<file path="config.mk">
export PLATFORM = sky130hd
export DESIGN_NAME = modbus_rtu_request_framer
export DESIGN_NICKNAME = d
export VERILOG_FILES = /design/src/mrf_pkg.sv /design/src/modbus_rtu_request_framer.sv /design/src/mrf_item_buf.sv /design/src/mrf_framer_core.sv /design/src/mrf_out_reg.sv
export SDC_FILE = /design/constraint.sdc
export NUM_CORES = 1
export LEC_CHECK = 0
export BUFFER_PORTS_ARGS = -buffer_cell sky130_fd_sc_hd__buf_2
export CORE_MARGIN = 1.5
export CORE_UTILIZATION = 55
export CTS_BUF_LIST = sky130_fd_sc_hd__clkbuf_8
export DETAILED_ROUTE_END_ITERATION = 10
export GPL_TIMING_DRIVEN = 0
export PLACE_DENSITY = 0.88
export SYNTH_ARGS = -nofsm -noshare
export SYNTH_HDL_FRONTEND = slang
export SYNTH_SLANG_ARGS = --single-unit
</file>
<file path="constraint.sdc">
create_clock -name clk_i -period 11.4 [get_ports clk_i]
set_input_delay 2.28 -clock clk_i [delete_from_list [all_inputs] [get_ports clk_i]]
set_output_delay 2.28 -clock clk_i [all_outputs]
set_load 0.005 [all_outputs]
</file>
<file path="src/mrf_pkg.sv">
// ============================================================================
// Modbus RTU request framer package
// Shared types, function codes, error codes and the CRC-16/MODBUS byte update.
// ============================================================================
package mrf_pkg;

  // Modbus function codes handled by the framer
  localparam logic [7:0] FN_READ_COILS     = 8'h01;
  localparam logic [7:0] FN_READ_HOLDING   = 8'h03;
  localparam logic [7:0] FN_WRITE_COILS    = 8'h0F;
  localparam logic [7:0] FN_WRITE_REGS     = 8'h10;

  localparam logic [15:0] CRC_INIT = 16'hFFFF;
  localparam logic [15:0] CRC_POLY = 16'hA001;

  // Largest quantities whose byte count still fits in one byte
  localparam logic [15:0] MAX_COIL_QTY = 16'd2040;
  localparam logic [15:0] MAX_REG_QTY  = 16'd127;

  typedef enum logic {
    CMD_HEADER = 1'b0,
    CMD_DATA   = 1'b1
  } cmd_e;

  typedef enum logic [1:0] {
    ERR_NONE       = 2'd0,
    ERR_FUNCTION   = 2'd1,
    ERR_BYTE_COUNT = 2'd2,
    ERR_NO_DATA    = 2'd3
  } err_e;

  typedef struct packed {
    cmd_e        cmd;
    logic [7:0]  slave_id;
    logic [7:0]  function_code;
    logic [15:0] start_address;
    logic [15:0] quantity;
    logic [15:0] data_word;
  } item_t;

  typedef struct packed {
    logic [7:0] frame_byte;
    logic       byte_valid;
    logic       last;
    err_e       error_code;
  } result_t;

  // One byte through the reflected CRC-16/MODBUS, bit by bit.
  function automatic logic [15:0] crc16_feed(input logic [15:0] crc, input logic [7:0] b);
    logic [15:0] c;
    c = crc ^ {8'h00, b};
    for (int k = 0; k < 8; k++) begin
      if (c[0]) begin
        c = (c >> 1) ^ CRC_POLY;
      end else begin
        c = c >> 1;
      end
    end
    return c;
  endfunction

endpackage

</file>
<file path="src/modbus_rtu_request_framer.sv">
// ============================================================================
// Modbus RTU request framer
// Turns header and data items into Modbus RTU request bytes with CRC-16/MODBUS.
// ============================================================================
// Each accepted item produces between one and nine output transfers, one byte
// per cycle unless the output stalls: a read header gives eight, a write header
// seven (nine when the byte count is zero), a data item one or two payload bytes
// plus two CRC bytes after the last one, and every error a single transfer. The
// single output byte port sets this figure. Input items are buffered one deep,
// and the next item is taken in the same cycle that the previous one hands off
// its final byte, so a stream of items flows with no idle cycles between them.
module modbus_rtu_request_framer (
  input  logic        clk_i,
  input  logic        rst_ni,
  input  logic        s_axis_tvalid_i,
  output logic        s_axis_tready_o,
  // slave_id[7:0], function_code[15:8], start_address[31:16], quantity[47:32],
  // data_word[63:48]
  input  logic [63:0] s_axis_tdata_i,
  // cmd[0]
  input  logic        s_axis_tuser_i,
  output logic        m_axis_tvalid_o,
  input  logic        m_axis_tready_i,
  // frame_byte[7:0]
  output logic [7:0]  m_axis_tdata_o,
  // byte_valid[0], error_code[2:1]
  output logic [2:0]  m_axis_tuser_o,
  output logic        m_axis_tlast_o
);
  import mrf_pkg::*;

  item_t   in_item, buf_item;
  logic    buf_valid, pop;
  logic    core_valid, out_ready;
  result_t core_res, out_res;

  always_comb begin
    in_item.cmd           = cmd_e'(s_axis_tuser_i);
    in_item.slave_id      = s_axis_tdata_i[7:0];
    in_item.function_code = s_axis_tdata_i[15:8];
    in_item.start_address = s_axis_tdata_i[31:16];
    in_item.quantity      = s_axis_tdata_i[47:32];
    in_item.data_word     = s_axis_tdata_i[63:48];
  end

  mrf_item_buf u_item_buf (
    .clk_i   (clk_i),
    .rst_ni  (rst_ni),
    .valid_i (s_axis_tvalid_i),
    .ready_o (s_axis_tready_o),
    .item_i  (in_item),
    .valid_o (buf_valid),
    .item_o  (buf_item),
    .pop_i   (pop)
  );

  mrf_framer_core u_core (
    .clk_i        (clk_i),
    .rst_ni       (rst_ni),
    .item_valid_i (buf_valid),
    .item_i       (buf_item),
    .pop_o        (pop),
    .res_valid_o  (core_valid),
    .res_o        (core_res),
    .res_ready_i  (out_ready)
  );

  mrf_out_reg u_out_reg (
    .clk_i   (clk_i),
    .rst_ni  (rst_ni),
    .valid_i (core_valid),
    .ready_o (out_ready),
    .res_i   (core_res),
    .valid_o (m_axis_tvalid_o),
    .ready_i (m_axis_tready_i),
    .res_o   (out_res)
  );

  assign m_axis_tdata_o = out_res.frame_byte;
  assign m_axis_tuser_o = {out_res.error_code, out_res.byte_valid};
  assign m_axis_tlast_o = out_res.last;

endmodule

</file>
<file path="src/mrf_item_buf.sv">
// ============================================================================
// Modbus RTU request framer input buffer
// Holds one accepted item while the framer core emits its bytes.
// ============================================================================
module mrf_item_buf (
  input  logic          clk_i,
  input  logic          rst_ni,
  input  logic          valid_i,
  output logic          ready_o,
  input  mrf_pkg::item_t item_i,
  output logic          valid_o,
  output mrf_pkg::item_t item_o,
  input  logic          pop_i
);
  import mrf_pkg::*;

  logic  valid_q, valid_d;
  item_t item_q;
  logic  load;

  // A new item may enter in the cycle the held one hands off its final byte.
  assign ready_o = !valid_q || pop_i;
  assign load    = valid_i && ready_o;

  always_comb begin
    valid_d = valid_q;
    if (load) begin
      valid_d = 1'b1;
    end else if (pop_i) begin
      valid_d = 1'b0;
    end
  end

  always_ff @(posedge clk_i or negedge rst_ni) begin
    if (!rst_ni) begin
      valid_q <= 1'b0;
    end else begin
      valid_q <= valid_d;
    end
  end

  always_ff @(posedge clk_i) begin
    if (load) begin
      item_q <= item_i;
    end
  end

  assign valid_o = valid_q;
  assign item_o  = item_q;

endmodule

</file>
<file path="src/mrf_framer_core.sv">
// ============================================================================
// Modbus RTU request framer core
// Decodes the held item and emits its result bytes one per cycle unless stalled,
// keeping the running CRC and the payload bookkeeping between items.
// ============================================================================
module mrf_framer_core (
  input  logic            clk_i,
  input  logic            rst_ni,
  input  logic            item_valid_i,
  input  mrf_pkg::item_t  item_i,
  output logic            pop_o,
  output logic            res_valid_o,
  output mrf_pkg::result_t res_o,
  input  logic            res_ready_i
);
  import mrf_pkg::*;

  logic [3:0]  idx_q, idx_d;
  logic [15:0] crc_q, crc_d;
  logic [7:0]  data_left_q, data_left_d;
  logic        reg_mode_q, reg_mode_d;
  logic        awaiting_q, awaiting_d;

  logic        is_hdr, is_rd, is_wr_coil, is_wr_reg, fn_ok, cnt_ovf;
  logic [16:0] coil_sum;
  logic [7:0]  byte_cnt;
  logic [1:0]  pay_n;
  logic [7:0]  left_after;
  logic        has_tail;
  err_e        err;
  logic [3:0]  n_res;
  logic        item_end, fire, feed;
  logic [7:0]  data_byte;
  logic [15:0] crc_base;
  result_t     res;

  always_comb begin
    is_hdr     = (item_i.cmd == CMD_HEADER);
    is_rd      = (item_i.function_code == FN_READ_COILS) ||
                 (item_i.function_code == FN_READ_HOLDING);
    is_wr_coil = (item_i.function_code == FN_WRITE_COILS);
    is_wr_reg  = (item_i.function_code == FN_WRITE_REGS);
    fn_ok      = is_rd || is_wr_coil || is_wr_reg;
    cnt_ovf    = (is_wr_coil && (item_i.quantity > MAX_COIL_QTY)) ||
                 (is_wr_reg && (item_i.quantity > MAX_REG_QTY));
    coil_sum   = {1'b0, item_i.quantity} + 17'd7;
    if (is_wr_coil) begin
      byte_cnt = coil_sum[10:3];
    end else if (is_wr_reg) begin
      byte_cnt = {item_i.quantity[6:0], 1'b0};
    end else begin
      byte_cnt = 8'd0;
    end

    pay_n      = reg_mode_q ? 2'd2 : 2'd1;
    left_after = (data_left_q >= {6'd0, pay_n}) ? data_left_q - {6'd0, pay_n} : 8'd0;

    // Error kind and result count of the held item
    err      = ERR_NONE;
    has_tail = 1'b0;
    n_res    = 4'd1;
    if (is_hdr) begin
      if (!fn_ok) begin
        err = ERR_FUNCTION;
      end else if (cnt_ovf) begin
        err = ERR_BYTE_COUNT;
      end else if (is_rd) begin
        has_tail = 1'b1;
        n_res    = 4'd8;
      end else begin
        has_tail = (byte_cnt == 8'd0);
        n_res    = has_tail ? 4'd9 : 4'd7;
      end
    end else begin
      if (!awaiting_q) begin
        err = ERR_NO_DATA;
      end else begin
        has_tail = (left_after == 8'd0);
        n_res    = {2'b00, pay_n} + (has_tail ? 4'd2 : 4'd0);
      end
    end

    // Payload byte at the current position
    if (is_hdr) begin
      unique case (idx_q)
        4'd0:    data_byte = item_i.slave_id;
        4'd1:    data_byte = item_i.function_code;
        4'd2:    data_byte = item_i.start_address[15:8];
        4'd3:    data_byte = item_i.start_address[7:0];
        4'd4:    data_byte = item_i.quantity[15:8];
        4'd5:    data_byte = item_i.quantity[7:0];
        default: data_byte = byte_cnt;
      endcase
    end else begin
      data_byte = (reg_mode_q && (idx_q == 4'd0)) ? item_i.data_word[15:8]
                                                   : item_i.data_word[7:0];
    end

    item_end = (idx_q == n_res - 4'd1);
    feed     = 1'b0;
    res      = '{frame_byte: 8'h00, byte_valid: 1'b0, last: 1'b1, error_code: err};
    if (err == ERR_NONE) begin
      res.byte_valid = 1'b1;
      res.last       = 1'b0;
      if (has_tail && (idx_q == n_res - 4'd2)) begin
        res.frame_byte = crc_q[7:0];
      end else if (has_tail && item_end) begin
        res.frame_byte = crc_q[15:8];
        res.last       = 1'b1;
      end else begin
        res.frame_byte = data_byte;
        feed           = 1'b1;
      end
    end

    // A header restarts the CRC at its first byte.
    crc_base = (is_hdr && (idx_q == 4'd0)) ? CRC_INIT : crc_q;
    fire     = item_valid_i && res_ready_i;

    idx_d       = idx_q;
    crc_d       = crc_q;
    data_left_d = data_left_q;
    reg_mode_d  = reg_mode_q;
    awaiting_d  = awaiting_q;
    if (fire) begin
      idx_d = item_end ? 4'd0 : idx_q + 4'd1;
      if (feed) begin
        crc_d = crc16_feed(crc_base, data_byte);
      end
      if (item_end) begin
        if (is_hdr) begin
          awaiting_d  = 1'b0;
          data_left_d = 8'd0;
          if ((err == ERR_NONE) && !is_rd) begin
            reg_mode_d  = is_wr_reg;
            data_left_d = byte_cnt;
            awaiting_d  = (byte_cnt != 8'd0);
          end
        end else if (awaiting_q) begin
          data_left_d = left_after;
          awaiting_d  = !has_tail;
        end
      end
    end
  end

  always_ff @(posedge clk_i or negedge rst_ni) begin
    if (!rst_ni) begin
      idx_q       <= 4'd0;
      crc_q       <= CRC_INIT;
      data_left_q <= 8'd0;
      reg_mode_q  <= 1'b0;
      awaiting_q  <= 1'b0;
    end else begin
      idx_q       <= idx_d;
      crc_q       <= crc_d;
      data_left_q <= data_left_d;
      reg_mode_q  <= reg_mode_d;
      awaiting_q  <= awaiting_d;
    end
  end

  assign pop_o       = fire && item_end;
  assign res_valid_o = item_valid_i;
  assign res_o       = res;

`ifndef SYNTHESIS
  a_idx_range: assert property (@(posedge clk_i) disable iff (!rst_ni)
    idx_q <= 4'd8)
    else $error("byte position beyond the longest frame");
  a_pop_restart: assert property (@(posedge clk_i) disable iff (!rst_ni)
    pop_o |=> (idx_q == 4'd0))
    else $error("byte position not restarted after an item ended");
  a_await_left: assert property (@(posedge clk_i) disable iff (!rst_ni)
    awaiting_q |-> (data_left_q != 8'd0))
    else $error("payload expected with no bytes left");
  a_err_last: assert property (@(posedge clk_i) disable iff (!rst_ni)
    (res_valid_o && !res_o.byte_valid) |-> (res_o.last && pop_o == res_ready_i))
    else $error("error result must be a single closing transfer");
`endif

endmodule

</file>
<file path="src/mrf_out_reg.sv">
// ============================================================================
// Modbus RTU request framer output register
// Holds one result until the downstream side takes it.
// ============================================================================
module mrf_out_reg (
  input  logic             clk_i,
  input  logic             rst_ni,
  input  logic             valid_i,
  output logic             ready_o,
  input  mrf_pkg::result_t res_i,
  output logic             valid_o,
  input  logic             ready_i,
  output mrf_pkg::result_t res_o
);
  import mrf_pkg::*;

  logic    valid_q, valid_d;
  result_t res_q;
  logic    load;

  assign ready_o = !valid_q || ready_i;
  assign load    = valid_i && ready_o;

  always_comb begin
    valid_d = valid_q;
    if (load) begin
      valid_d = 1'b1;
    end else if (ready_i) begin
      valid_d = 1'b0;
    end
  end

  always_ff @(posedge clk_i or negedge rst_ni) begin
    if (!rst_ni) begin
      valid_q <= 1'b0;
    end else begin
      valid_q <= valid_d;
    end
  end

  always_ff @(posedge clk_i) begin
    if (load) begin
      res_q <= res_i;
    end
  end

  assign valid_o = valid_q;
  assign res_o   = res_q;

endmodule

</file>
* Word level (Yosys, flattened, before mapping)
Index checks and enable logic that the tools add are counted.
** Cells by class
- Add/subtract/negate cells :: 6
- $mul :: 0
- Div/mod/pow operators :: 0
- $lt $le $gt $ge :: 3
- Equality and inequality tests :: 12
- Shift-type cells :: 0
- Multiplexer cells :: 65
- Bitwise operators :: 10
- Reductions and logical operators :: 31
** Operator list (number)
- 16-bit 2-to-1 mux :: 23
- 8-bit 2-to-1 mux :: 10
- 8-bit one-hot mux with 6 select lines :: 1
- 4-bit 2-to-1 mux :: 7
- 2-bit inverter with 3-bit output :: 8
- 1-bit 2-to-1 mux :: 17
- 16-bit by 11-bit greater-than comparator with 1-bit output, second input constant :: 1
- 16-bit by 7-bit greater-than comparator with 1-bit output, second input constant :: 1
- 8-bit zero test :: 2
- 16-bit by 8-bit XOR with 16-bit output :: 1
- 2-bit 2-to-1 mux :: 7
- 11-bit by 3-bit adder with 11-bit output, second input constant :: 1
- 1-bit logical AND :: 10
- 4-bit by 2-bit == test with 1-bit output, second input constant :: 2
- 4-bit by 3-bit == test with 1-bit output, second input constant :: 2
- 4-bit == test :: 2
- 8-bit by 1-bit == test with 1-bit output, second input constant :: 1
- 8-bit by 2-bit == test with 1-bit output, second input constant :: 1
- 8-bit by 4-bit == test with 1-bit output, second input constant :: 1
- 8-bit by 5-bit == test with 1-bit output, second input constant :: 1
- 8-bit by 2-bit greater-or-equal comparator with 1-bit output :: 1
- 8-bit nonzero test :: 1
- 8-bit by 2-bit subtractor with 8-bit output :: 1
- 1-bit logical OR :: 6
- other kinds (14) :: 19
** Storage, ports and cells
- Flip-flop bits (word level) :: 109
- Bits in latches :: 0
- Memory bits (writable) :: 0
- Bits in read-only memories :: 0
- Bits of input ports :: 69
- Output and inout port bits :: 14
- Word-level logic and storage cells :: 144
- Memories :: 0

* Logic depth before layout (Yosys ltp)
- Word-level depth :: 43
- Gate-level depth with buffers :: 21
- Gate-level depth less buffers :: 18

* Hierarchy
Synthesis repeated with hierarchy kept, for this count alone.
** Unflattened totals
- Cells, all modules :: 579
- Area total of the unflattened synthesis :: 6378.6 um2
** By module, submodules not included
- mrf_framer_core :: times used 1, cells an instance 494, area each 3958.8 um2, sequential area each 770.7 um2
- mrf_item_buf :: times used 1, cells an instance 69, area each 2005.7 um2, sequential area each 1976.9 um2
- mrf_out_reg :: times used 1, cells an instance 16, area each 414.1 um2, sequential area each 385.4 um2

* Worst setup path before layout
No wires, ideal clock.
- Kind :: reg2reg
- From :: register u_core.reg_mode_q
- To :: register u_item_buf.item_q, in the netlist u_item_buf.item_o[0], enable pin
- Library setup time :: 0.588 ns
- Arrival :: 8.407 ns
- Data required time :: 10.812 ns
- Setup slack :: 2.405 ns
- Cell stages (with the launch flop) :: 18
- Buffers on the path :: 0
- Period minus slack after synthesis :: 8.995 ns
- Path through :: dfrtp_1 inv_1 ha_1 fa_1 o21ba_2 nor3_1 a2111oi_0 o211a_1 ha_1 a22oi_1 ha_1 inv_1 o21ai_0 xnor2_1 o21a_1 nor2_1 or3_1 a21boi_0
** On the way
- Longest elaborated chain between the ends :: 13
- Elaborated cells between the ends (all ways) :: 14
- Those cells by class :: add/sub (3); order compare (1); eq/ne (1); mux (5); reduce/logical (4)
** RTL lines
- start: declaration :: RTL line mrf_framer_core.sv:21 : logic reg_mode_q, reg_mode_d;
- start signal: assignment :: RTL line mrf_framer_core.sv:158 : reg_mode_q <= reg_mode_d;
- 2-bit 2-to-1 mux * :: RTL line mrf_framer_core.sv:55 : pay_n = reg_mode_q ? 2'd2 : 2'd1;
- 8-bit by 2-bit subtractor with 8-bit output or 8-bit by 2-bit greater-or-equal comparator with 1-bit output (tied branches) :: RTL line mrf_framer_core.sv:56 : left_after = (data_left_q >= {6'd0, pay_n}) ? data_left_q - {6'd0, pay_n} : 8'd0;
- 8-bit 2-to-1 mux :: RTL line mrf_framer_core.sv:56
- 8-bit zero test :: RTL line mrf_framer_core.sv:78 : has_tail = (left_after == 8'd0);
- 2-bit 2-to-1 mux :: RTL line mrf_framer_core.sv:79 : n_res = {2'b00, pay_n} + (has_tail ? 4'd2 : 4'd0);
- 2-bit by 4-bit adder with 4-bit output * :: RTL line mrf_framer_core.sv:79
- 4-bit 2-to-1 mux * :: RTL line mrf_framer_core.sv:75 : if (!awaiting_q) begin
- 4-bit 2-to-1 mux * :: RTL line mrf_framer_core.sv:62 : if (is_hdr) begin
- 4-bit by 1-bit subtractor with 4-bit output * :: RTL line mrf_framer_core.sv:99 : item_end = (idx_q == n_res - 4'd1);
- 4-bit == test * :: RTL line mrf_framer_core.sv:99
- 1-bit logical AND * :: RTL line mrf_framer_core.sv:163 : assign pop_o = fire && item_end;
- 1-bit logical OR * :: RTL line mrf_item_buf.sv:22 : assign ready_o = !valid_q || pop_i;
- 1-bit logical AND * :: RTL line mrf_item_buf.sv:23 : assign load = valid_i && ready_o;
- named net u_item_buf.load :: RTL line mrf_item_buf.sv:19 : logic load;
- end signal: assignment :: RTL line mrf_item_buf.sv:44 : item_q <= item_i;
- end: declaration :: RTL line mrf_item_buf.sv:18 : item_t item_q;
Mark *: on every way through the listed nets, which the timed path passes. The rest lies on a longest branch.
A chain may end at the register's enable or synchronous reset.

* Final worst setup path
- From :: register u_core.reg_mode_q
- To :: output s_axis_tready_o
** On the way
- Longest elaborated chain between the ends :: 12
- Elaborated cells between the ends (all ways) :: 13
- Those cells by class :: add/sub (3); order compare (1); eq/ne (1); mux (5); reduce/logical (3)
** RTL lines
- 2-bit 2-to-1 mux * :: RTL line mrf_framer_core.sv:55
- 8-bit by 2-bit subtractor with 8-bit output or 8-bit by 2-bit greater-or-equal comparator with 1-bit output (tied branches) :: RTL line mrf_framer_core.sv:56
- 8-bit 2-to-1 mux :: RTL line mrf_framer_core.sv:56
- 8-bit zero test :: RTL line mrf_framer_core.sv:78
- 2-bit 2-to-1 mux :: RTL line mrf_framer_core.sv:79
- 2-bit by 4-bit adder with 4-bit output * :: RTL line mrf_framer_core.sv:79
- 4-bit 2-to-1 mux * :: RTL line mrf_framer_core.sv:75
- 4-bit 2-to-1 mux * :: RTL line mrf_framer_core.sv:62
- 4-bit by 1-bit subtractor with 4-bit output * :: RTL line mrf_framer_core.sv:99
- 4-bit == test * :: RTL line mrf_framer_core.sv:99
- 1-bit logical AND * :: RTL line mrf_framer_core.sv:163
- 1-bit logical OR * :: RTL line mrf_item_buf.sv:22
- end: declaration :: RTL line modbus_rtu_request_framer.sv:16 : output logic s_axis_tready_o,
Every way passes the cells marked *; elsewhere a longest branch is shown, timed or not.

==> flow_summary_export.csv <==
group,metric,value,unit
die,die_x,109,um
setup_path,critPathTopFamily,"adder cells",
power_and_ir_drop,switchingPower,326,uW
die,initial_core_util,0.567,
drt,wl_met3,1190,um
worst_hold_path,worstHoldPathType,"reg -> reg",
setup_path,path_common_cell,"ha_1",
sta,finalMaxSlewViolations,0,
cts,ctsHoldBuffers,0,
drt,drcViolationCount,0,
setup_path,crit_path_end_kind,"output pin",
setup_path,crit_type,"reg -> out",
logic_synthesis,yosysWarningCount,0,
final_layout,stdcell_area,7030,um^2
logic_synthesis,synth_ff_type,"edfxtp_1",
grt,track_usage,0.272,
die,core_area,10900,um^2
final_layout,fillers,861,
setup_path,required,9120,ps
grt,antenna_found_initial,0,
die,ios,83,
cts,post_cts_resized,0,
power_and_ir_drop,p_sw_frac,0.323,
final_layout,drive_above_1_share,0.245,
power_and_ir_drop,p_comb_frac,0.299,
power_and_ir_drop,power.total,1.01,mW
setup_path,slowest_stage,"dfrtp_1",
cts,clkSinkCount,109,
cts,cts_tree,"done",
die,design.die.area,11900,um^2
power_and_ir_drop,seq_power_share,0.466,
setup_path,cp_max_fo,5,
power_and_ir_drop,peakVddDrop,0.000129,V
power_and_ir_drop,pwr-share-clk,0.235,
sta,min_period,7120,ps
cts,post_cts_buffers,0,
setup_path,cp_num_buf_inv,2,
sta,max_slew_margin,0.213,
grt,grt_overflow,0,
logic_synthesis,async_reset_ff_frac,0.294,
grt,grt_pass1_wl,24100,um
power_and_ir_drop,power.density,143,nW/um^2
setup_path,max_stage_delay,520,ps
sta,setup_tns,0,ps
sta,hold_slack,495,ps
drt,avgViaCountPerCell,6.25,
placed_design,dp.cells,773,
logic_synthesis,avgSynthCellArea,11.3,um^2
die,row_count,38,
cts,clk_pin_slew,100,ps
sta,hold_viol_final,0,
final_layout,finalNonFillerCells,789,
final_layout,syn_to_final_growth,13.5,%
logic_synthesis,syn_nets,629,
drt,top_layer_used,"met4",
cts,numCtsBuffers,9,
sta,tightest_slew,1170,ps
status,outcome,"finished clean",
power_and_ir_drop,power.leakage,2.85,nW
grt,grt_pass1_vias,4732,
run,cap_violations,0,
grt,grt_max_degree,35,
drt,m1WireLength,6270,um
final_layout,multi_input_comb_area,2830,um^2
sta,rsz0062_at_grt,"false",
logic_synthesis,synth_edf_count,77,
final_layout,final_nets,724,
cts,insertion_delay,390,ps
sta,clock.fmax,141,MHz
die,die_height,109,um
logic_synthesis,syn-cell-area,6200,um^2
placed_design,hpwl,11400,um
setup_path,critPathArrivalTime,4840,ps
drt,vias,4931,
drt,drt_iter0_markers,386,
setup_path,worstPathCellList,"inv_1 -> ha_1 -> fa_1 -> o21ba_2 -> nor3_1 -> a2111oi_0 -> o211a_1 -> ha_1 -> a22oi_1 -> ha_1 -> xor2_1 -> nand2_1 -> nor2_1 -> mux2i_1 -> or3_1 -> nand2_1 -> buf_2",
logic_synthesis,yosys.cell_types.count,77,
placed_design,gp_congestion,0.948,
drt,wl_per_cell,19.3,um
sta,period_share,0.624,
cts,max-clock-path-buffers,2,
placed_design,postPlaceCellArea,6840,um^2
drt,drt_wl_total,15300,um
power_and_ir_drop,p_int,683,uW
sta,setup_viol,0,
sta,clock_skew,15.0,ps
setup_path,cp-start-kind,"register",
cts,cts_root_buffer,"clkbuf_8",
drt,dr.pass1.iters,7,
logic_synthesis,ys_seq_elements,109,
final_layout,n_antenna_cell,0,
final_layout,seq_area,3130,um^2
logic_synthesis,syn_inst,549,
drt,antenna_left,0,
cts,cts_max_level,3,
drt,wl_met2,7240,um
placed_design,port_buffers,82,
logic_synthesis,ys_seq_area_frac,0.505,
## layout make-up
type	count	share of cell area
clock buffer	9	0.0176
tap	140	0.0249
clock inverter	7	0.0105
timing repair buffer	84	0.0640
buffer	33	0.0235
inverter	23	0.0123
multi-input combinational	384	0.402
sequential	109	0.445
## flip-flops by register name, summed over array words and instances, names as in the netlist
| name | cells |
|---|---|
| u_core.crc_q | 16 |
| u_item_buf.valid_o | 1 |
| u_core.awaiting_q | 1 |
| u_core.reg_mode_q | 1 |
| u_core.data_left_q | 8 |
| u_out_reg.res_o | 12 |
| u_core.idx_q | 4 |
| u_item_buf.item_o | 65 |
| u_out_reg.valid_o | 1 |
## worst paths after layout
check	start	endpoint	slack [ps]	cells past startpoint
worst max-delay path	u_core.reg_mode_q	s_axis_tready_o	4280	17
max in group asynchronous	rst_ni	u_core.data_left_q[3]	8970	1
min in group asynchronous	rst_ni	u_core.idx_q[1]	1950	1
worst max register to register	u_core.reg_mode_q	u_item_buf.item_o[37]	6110	18
worst min register to register	u_core.crc_q[9]	u_core.crc_q[9]	500	2
worst min-delay path	u_core.crc_q[9]	u_core.crc_q[9]	500	2
## cells in the final DEF, fill, tap and decap left out, types with 5 or more instances in the layout
cell      instances
edfxtp_1         77
a21o_1            5
mux2i_1          12
clkbuf_8          9
a21oi_1          27
o22ai_1          10
a211o_1          11
nand2b_1          7
clkbuf_1         22
inv_1            23
a32oi_1          10
ha_1             10
a22oi_1          10
a31oi_1           6
dfrtp_1          16
and3_1            8
o21ai_0          20
dfstp_2          16
nand2_1          26
nor3_1           10
a222oi_1          6
or3_1             8
xor2_1           10
nor2_1           43
nor4_1            5
mux2_2           17
xnor2_1          24
nand3_1           6
buf_2            88
mux2_4            5
## cell families (layout without fill, tap and decap cells)
kind of cell	Yosys count	in the layout	share of synthesized area
muxes	34	34	0.0624
DFF	109	109	0.505
buffers and inverters	56	156	0.0406
adders and majority gates	11	11	0.0234
AOI/OAI and AO/OA	155	155	0.184
and+or+nand+nor	147	147	0.125
xor gates and xnor gates	37	37	0.0589
## synthesized netlist by cell type, types with 6 or more instances
library cell / instances / area [um^2]
or3_1: 8 / 50.1
buf_2: 6 / 30.0
a22oi_1: 10 / 75.1
nand2b_1: 7 / 43.8
mux2i_1: 12 / 120
nor2_1: 43 / 161
xnor2_1: 24 / 210
nor3_1: 10 / 50.1
a222oi_1: 6 / 60.1
and3_1: 8 / 50.1
o22ai_1: 10 / 62.6
nand2_1: 26 / 97.6
ha_1: 10 / 125
dfstp_2: 16 / 420
a211o_1: 11 / 96.3
dfrtp_1: 16 / 400
mux2_2: 17 / 191
clkbuf_1: 22 / 82.6
inv_1: 22 / 82.6
a32oi_1: 10 / 87.6
nand3_1: 6 / 30.0
a31oi_1: 6 / 37.5
xor2_1: 10 / 87.6
edfxtp_1: 77 / 2310
a21oi_1: 27 / 135
o21ai_0: 20 / 100
## power groups by stage
stage	Sequential, mW	Combinational [mW]	Clock [mW]
after floorplan	0.474	0.217	0
after global placement	0.479	0.278	0
after detailed placement	0.478	0.292	0
after global routing	0.473	0.328	0.257
final	0.471	0.301	0.237
after CTS	0.470	0.296	0.243
## worst min-delay path, cell delays in order (launching register included)
cell and delay [ps]:
dfstp_2 390, inv_1 50, mux2i_1 60
## metrics by stage
stage,worst slack (ps),utilization
after floorplan,2410,-
after global placement,503,0.620
after detailed placement,4770,0.625
after CTS,4300,0.643
after global routing,3810,0.643
final,4280,0.643
## per-layer routing
metal  GRT usage  vias to the layer above
met2       0.442                      234
met5           0                        -
met3      0.0681                       40
met4       0.128                        0
li1            -                     2301
met1       0.341                     2356
(Power assumes the default switching activity.)
